<file path="src/sv/u8dec_pkg.sv">
// u8dec_pkg: shared widths and constants for the UTF-8 stream decoder.
// No dependencies; used by utf8_stream_decoder.
package u8dec_pkg;

    localparam int unsigned BYTE_W = 8;
    localparam int unsigned CP_W   = 21;
    localparam int unsigned PEND_W = 2;

    localparam logic [CP_W-1:0] REPL_CHAR = 21'h00FFFD;

    // payload masks for lead and continuation bytes
    localparam logic [BYTE_W-1:0] LEAD2_MASK = 8'h1F;
    localparam logic [BYTE_W-1:0] LEAD3_MASK = 8'h0F;
    localparam logic [BYTE_W-1:0] LEAD4_MASK = 8'h07;
    localparam logic [BYTE_W-1:0] CONT_MASK  = 8'h3F;

    // continuation byte tag in the top two bits
    localparam logic [1:0] CONT_TAG = 2'b10;

    localparam logic [PEND_W-1:0] PEND_NONE = 2'd0;
    localparam logic [PEND_W-1:0] PEND_ONE  = 2'd1;
    localparam logic [PEND_W-1:0] PEND_TWO  = 2'd2;
    localparam logic [PEND_W-1:0] PEND_THREE = 2'd3;

endpackage

</file>
<file path="src/sv/utf8_stream_decoder.sv">
// utf8_stream_decoder: byte-in, code-point-out UTF-8 decoder with U+FFFD on errors.
// Depends on u8dec_pkg.
//
//  channel | dir | ports                                        | beat carries
//  --------+-----+----------------------------------------------+--------------------------
//  s_      | in  | s_valid s_ready s_data_byte s_final_byte     | one raw byte, end flag
//  m_      | out | m_valid m_ready m_code_point m_was_invalid   | one code point or U+FFFD
//          |     |           m_end_of_text                      |
//
// One byte per cycle sustained while m_ready is high. A byte goes from the input register
// through the decode logic into the result register, which drives m_valid.
// Opening lead bytes and inner continuation bytes produce no result beat unless final.
// aresetn (synchronous) empties both registers and closes any open sequence.
// A stall on m_ready backs up into s_ready once both registers hold a beat.
module utf8_stream_decoder (
    input  logic                          aclk,
    input  logic                          aresetn,
    input  logic                          s_valid,
    output logic                          s_ready,
    input  logic [u8dec_pkg::BYTE_W-1:0]  s_data_byte,
    input  logic                          s_final_byte,
    output logic                          m_valid,
    input  logic                          m_ready,
    output logic [u8dec_pkg::CP_W-1:0]    m_code_point,
    output logic                          m_was_invalid,
    output logic                          m_end_of_text
);

    // input register
    logic                          in_valid_reg, in_valid_next;
    logic [u8dec_pkg::BYTE_W-1:0]  in_byte_reg;
    logic                          in_final_reg;

    // decoder state
    logic [u8dec_pkg::CP_W-1:0]    partial_reg, partial_next;
    logic [u8dec_pkg::PEND_W-1:0]  pend_reg, pend_next;

    // result register
    logic                          out_valid_reg, out_valid_next;
    logic [u8dec_pkg::CP_W-1:0]    out_cp_reg;
    logic                          out_bad_reg;
    logic                          out_eot_reg;

    logic                          out_free;
    logic                          proc;
    logic                          emit;
    logic [u8dec_pkg::CP_W-1:0]    emit_cp;
    logic                          emit_bad;
    logic [u8dec_pkg::CP_W-1:0]    acc;
    logic [u8dec_pkg::PEND_W-1:0]  pend_dec;

    assign out_free = !out_valid_reg || m_ready;
    assign proc     = in_valid_reg && out_free;
    assign s_ready  = !in_valid_reg || out_free;

    assign acc      = {partial_reg[u8dec_pkg::CP_W-7:0], in_byte_reg[5:0]};
    assign pend_dec = pend_reg - u8dec_pkg::PEND_ONE;

    always_comb begin
        emit         = 1'b0;
        emit_cp      = u8dec_pkg::CP_W'(in_byte_reg);
        emit_bad     = 1'b0;
        partial_next = partial_reg;
        pend_next    = pend_reg;

        if (pend_reg == u8dec_pkg::PEND_NONE) begin
            case (in_byte_reg) inside
                [8'h00:8'h7F]: begin
                    emit = 1'b1;
                end
                [8'hC0:8'hDF]: begin
                    partial_next = u8dec_pkg::CP_W'(in_byte_reg & u8dec_pkg::LEAD2_MASK);
                    pend_next    = u8dec_pkg::PEND_ONE;
                end
                [8'hE0:8'hEF]: begin
                    partial_next = u8dec_pkg::CP_W'(in_byte_reg & u8dec_pkg::LEAD3_MASK);
                    pend_next    = u8dec_pkg::PEND_TWO;
                end
                [8'hF0:8'hF7]: begin
                    partial_next = u8dec_pkg::CP_W'(in_byte_reg & u8dec_pkg::LEAD4_MASK);
                    pend_next    = u8dec_pkg::PEND_THREE;
                end
                default: begin
                    // stray continuation or 0xF8..0xFF
                    emit     = 1'b1;
                    emit_cp  = u8dec_pkg::REPL_CHAR;
                    emit_bad = 1'b1;
                end
            endcase
            // text ends right after a lead byte
            if (!emit && in_final_reg) begin
                emit         = 1'b1;
                emit_cp      = u8dec_pkg::REPL_CHAR;
                emit_bad     = 1'b1;
                partial_next = '0;
                pend_next    = u8dec_pkg::PEND_NONE;
            end
        end else if (in_byte_reg[7:6] != u8dec_pkg::CONT_TAG) begin
            // bad continuation: byte is consumed, sequence dropped
            emit         = 1'b1;
            emit_cp      = u8dec_pkg::REPL_CHAR;
            emit_bad     = 1'b1;
            partial_next = '0;
            pend_next    = u8dec_pkg::PEND_NONE;
        end else if (pend_dec == u8dec_pkg::PEND_NONE) begin
            emit         = 1'b1;
            emit_cp      = acc;
            partial_next = '0;
            pend_next    = u8dec_pkg::PEND_NONE;
        end else if (in_final_reg) begin
            emit         = 1'b1;
            emit_cp      = u8dec_pkg::REPL_CHAR;
            emit_bad     = 1'b1;
            partial_next = '0;
            pend_next    = u8dec_pkg::PEND_NONE;
        end else begin
            partial_next = acc;
            pend_next    = pend_dec;
        end
    end

    always_comb begin
        in_valid_next = in_valid_reg;
        if (s_ready) begin
            in_valid_next = s_valid;
        end

        out_valid_next = out_valid_reg;
        if (proc && emit) begin
            out_valid_next = 1'b1;
        end else if (m_ready) begin
            out_valid_next = 1'b0;
        end
    end

    always_ff @(posedge aclk) begin
        if (!aresetn) begin
            in_valid_reg  <= 1'b0;
            out_valid_reg <= 1'b0;
            partial_reg   <= '0;
            pend_reg      <= u8dec_pkg::PEND_NONE;
        end else begin
            in_valid_reg  <= in_valid_next;
            out_valid_reg <= out_valid_next;
            if (proc) begin
                partial_reg <= partial_next;
                pend_reg    <= pend_next;
            end
        end
    end

    always_ff @(posedge aclk) begin
        if (s_valid && s_ready) begin
            in_byte_reg  <= s_data_byte;
            in_final_reg <= s_final_byte;
        end
        if (proc && emit) begin
            out_cp_reg  <= emit_cp;
            out_bad_reg <= emit_bad;
            out_eot_reg <= in_final_reg;
        end
    end

    assign m_valid       = out_valid_reg;
    assign m_code_point  = out_cp_reg;
    assign m_was_invalid = out_bad_reg;
    assign m_end_of_text = out_eot_reg;

    // a final byte always leaves no sequence open
    a_final_closes: assert property (@(posedge aclk) disable iff (!aresetn)
        (proc && in_final_reg) |=> (pend_reg == u8dec_pkg::PEND_NONE))
        else $error("sequence still open after final byte");

    // a final byte always produces a beat
    a_final_emits: assert property (@(posedge aclk) disable iff (!aresetn)
        (proc && in_final_reg) |=> (out_valid_reg && out_eot_reg))
        else $error("final byte produced no result beat");

    // accumulator is clear whenever no sequence is open
    a_idle_clear: assert property (@(posedge aclk) disable iff (!aresetn)
        (pend_reg == u8dec_pkg::PEND_NONE) |-> (partial_reg == '0))
        else $error("partial value left over with no open sequence");

    // error beats carry the replacement character
    a_repl: assert property (@(posedge aclk) disable iff (!aresetn)
        (out_valid_reg && out_bad_reg) |-> (out_cp_reg == u8dec_pkg::REPL_CHAR))
        else $error("error beat without U+FFFD");

    a_reset: assert property (@(posedge aclk)
        !aresetn |=> (!out_valid_reg && !in_valid_reg))
        else $error("registers not empty after reset");

endmodule
</file>
<file path="config.mk">
export PLATFORM = sky130hd
export DESIGN_NAME = utf8_stream_decoder
export DESIGN_NICKNAME = d
export VERILOG_FILES = /design/src/sv/u8dec_pkg.sv /design/src/sv/utf8_stream_decoder.sv
export SDC_FILE = /design/constraint.sdc
export NUM_CORES = 1
export LEC_CHECK = 0
export BUFFER_PORTS_ARGS = -buffer_cell sky130_fd_sc_hd__buf_2
export CAP_MARGIN = 20
export CORE_AREA = 5 5 69 71
export DETAILED_ROUTE_END_ITERATION = 10
export DIE_AREA = 0 0 74 76
export GPL_TIMING_DRIVEN = 0
export HOLD_SLACK_MARGIN = 0.03
export PLACE_DENSITY = 0.84
export SETUP_SLACK_MARGIN = 0.1
export SYNTH_ARGS = -nofsm -noshare
export SYNTH_HDL_FRONTEND = slang
export SYNTH_SLANG_ARGS = --single-unit
</file>
<file path="constraint.sdc">
create_clock -name aclk -period 6.5 [get_ports aclk]
set_input_delay 0.65 -clock aclk [delete_from_list [all_inputs] [get_ports aclk]]
set_output_delay 0.65 -clock aclk [all_outputs]
set_load 0.005 [all_outputs]
</file>
==> metrics <==
Final Util=64.5%; FF-to-FF setup slack=4.28 ns; WHS=0.465 ns; area share of the largest cell type after synthesis=41.4%; Tcrit/Tclk final=34.2%; DRC violations left=0; Yosys reg bits=51; biggest area consumer among synthesized cells=edfxtp_1; Worst Skew=0.00618 ns; Ports=38; wire length per cell=15.3 um; ant diodes=0; Initial Util=55.7%; Mapped Area=2320 sq um; startpoint types=flip-flop; final setup margin=4.28 ns; P&R area growth vs syn=15.8%; post-route minimum period=2.22 ns; fraction of layout cells with a size suffix above 1=26.1%; syn nets=214; Die Height=76 um; worst reg2reg path depth=6; Final Hold Fails=0; largest net degree at the start of global routing=16; total global-route track usage=17.7%; std cell rows=24; RD Place Congestion=0.835; Leakage=1.07 nW; Seq/Total Area, Yosys=57.7%; Die ar.=5620 sq um; CTS tree=yes; Die Wd=74 um; Resized Gates After CTS=0; dominant synthesized flop cell=edfxtp_1; total power per unit cell area=229 nW/um^2; first-pass GRT wire length=7870 um; setup_tns=0 ns; Cell variety after synth=44; fin. max-slew vios=0; post-CTS setup buffers=0; core box area=4170 sq um; vias post-DR=1,679; dpl ws=4.24 ns; EDFF count, synth=32; max cap viols=0; crit-path max FO=13; total wire length=4550 um; Inserted Clock Buffers=5; fraction of registers with async set/reset=0%; synth cell count leaders=edfxtp_1, nand2_1, dfxtp_1; crit path kind=flip-flop to flip-flop; Min-Delay Path Class=flip-flop to flip-flop; Post-DRT Antenna Nets=0; Hold Path End=partial_reg[12]; Clock Latency Late Sink=0.30 ns; RSZ-0062 raised after global routing=no; Overall Power=0.616 mW; CTS sink cnt=51; maximum vdd drop=0.000178 V; post-cts hold buffer count=0; Root Buffer Master=clkbuf_8; via density per instance=5.65; final setup vio count=0; Largest register FFs=21; Yosys Warn Count=0; WP data arrival=2.24 ns; Port-buffer cells=37; RR Startpoint=pend_reg[0]; hold path cells=2; R2R Path End=m_code_point[20]; post-DP HPWL=3290 um; Rel. slew slack=56.0%; total gr overflow=0; Clock Tree Buf Depth=2; initial antenna violation count=0; actual slew at the worst max-slew pin=0.660 ns; number of global-route vias before repair=1,645; DRT Pass-1 Iters=4; outcome=finished clean; Fmax=450 MHz; H-tree levels=2; Critical Path RT=6.52 ns; Syn Inst Count=199; Net count, final=259; hold path start=partial_reg[12]; drt initial violations=134; Syn Area/Cell=11.7 sq um; Synth area leaders=edfxtp_1, dfxtp_1, mux2i_1, nand2_1, nand4_1; CTS clk-pin slew, worst paths=0.08 ns; CP Capture Type=flip-flop
## worst max-delay path, cell delays in order, from the launching register on
cell and delay [ns]:
dfxtp_1 0.37, inv_1 0.07, ha_1 0.19, buf_2 0.18, and4b_1 0.28, a221oi_4 0.61, buf_8 0.24
## per-layer routing
| metal | up-vias | track usage [%] | share of wire [%] |
|---|---|---|---|
| met2 | 48 | 28.6 | 50 |
| met1 | 798 | 23.0 | 43 |
| li1 | 825 | - | - |
| met4 | 0 | 6.34 | 1.3 |
| met5 | - | 0 | 0 |
| met3 | 8 | 4.09 | 5.7 |
## cell type report
type | instances | area [sq um]
Buffer | 15 | 86.3
Clock buffer | 6 | 72.6
Clock inverter | 2 | 12.5
Fill cell | 321 | 1480
Inverter | 10 | 37.5
Multi-Input combinational cell | 123 | 876
Sequential cell | 51 | 1340
Tap cell | 52 | 65.1
Timing Repair Buffer | 38 | 200
## how the worst max path moves through the flow
| stage | start | endpoint | slack, ns | depth (start not counted) |
|---|---|---|---|---|
| floorplan | pend_reg[0] | m_code_point[0] | 3.27 | 5 |
| global placement | m_ready | m_was_invalid | 2.54 | 4 |
| detailed placement | m_ready | m_code_point[17] | 4.24 | 5 |
| CTS | pend_reg[0] | m_code_point[17] | 4.29 | 6 |
| global route | pend_reg[0] | m_code_point[16] | 4.17 | 6 |
| finish | pend_reg[0] | m_code_point[20] | 4.28 | 6 |
## placed cells by master, fill, tap and decap left out, types with 3 or more instances in the layout
cell and instances:
clkbuf_8 5, nor2_1 4, a221oi_1 3, and2_1 7, mux2i_1 13, inv_1 10, a41o_1 3, buf_2 42
nor2b_1 3, nand4_1 11, o2111ai_1 3, dfxtp_1 19, edfxtp_1 32, nand2_1 32, clkbuf_1 5, o21ai_0 8
a21oi_1 3, o31ai_1 3
## stage by stage
step	std cells	cell area, sq um
4_1_cts	297	2690
5_1_grt	297	2690
6_report	297	2690
3_5_place_dp	289	2610
3_3_place_gp	288	2570
2_1_floorplan	199	2320
## where the power goes
| part | internal, mW | switching [mW] | leakage [nW] |
|---|---|---|---|
| combinational | 0.0292 | 0.0468 | 0.572 |
| clock | 0.0753 | 0.0987 | 0.0412 |
| sequential | 0.361 | 0.00566 | 0.456 |
## cell families after synthesis
logic type,Yosys count,share of synthesized area (%)
AND/OR/NAND/NOR,68,16.5
flip-flops,51,57.7
AO/OA/AOI/OAI,40,13.7
buffers and inverters,25,5.33
multiplexers,13,5.60
adder cells (fa/ha/maj),2,1.08
Note: power is estimated with default switching activity, not from simulation.
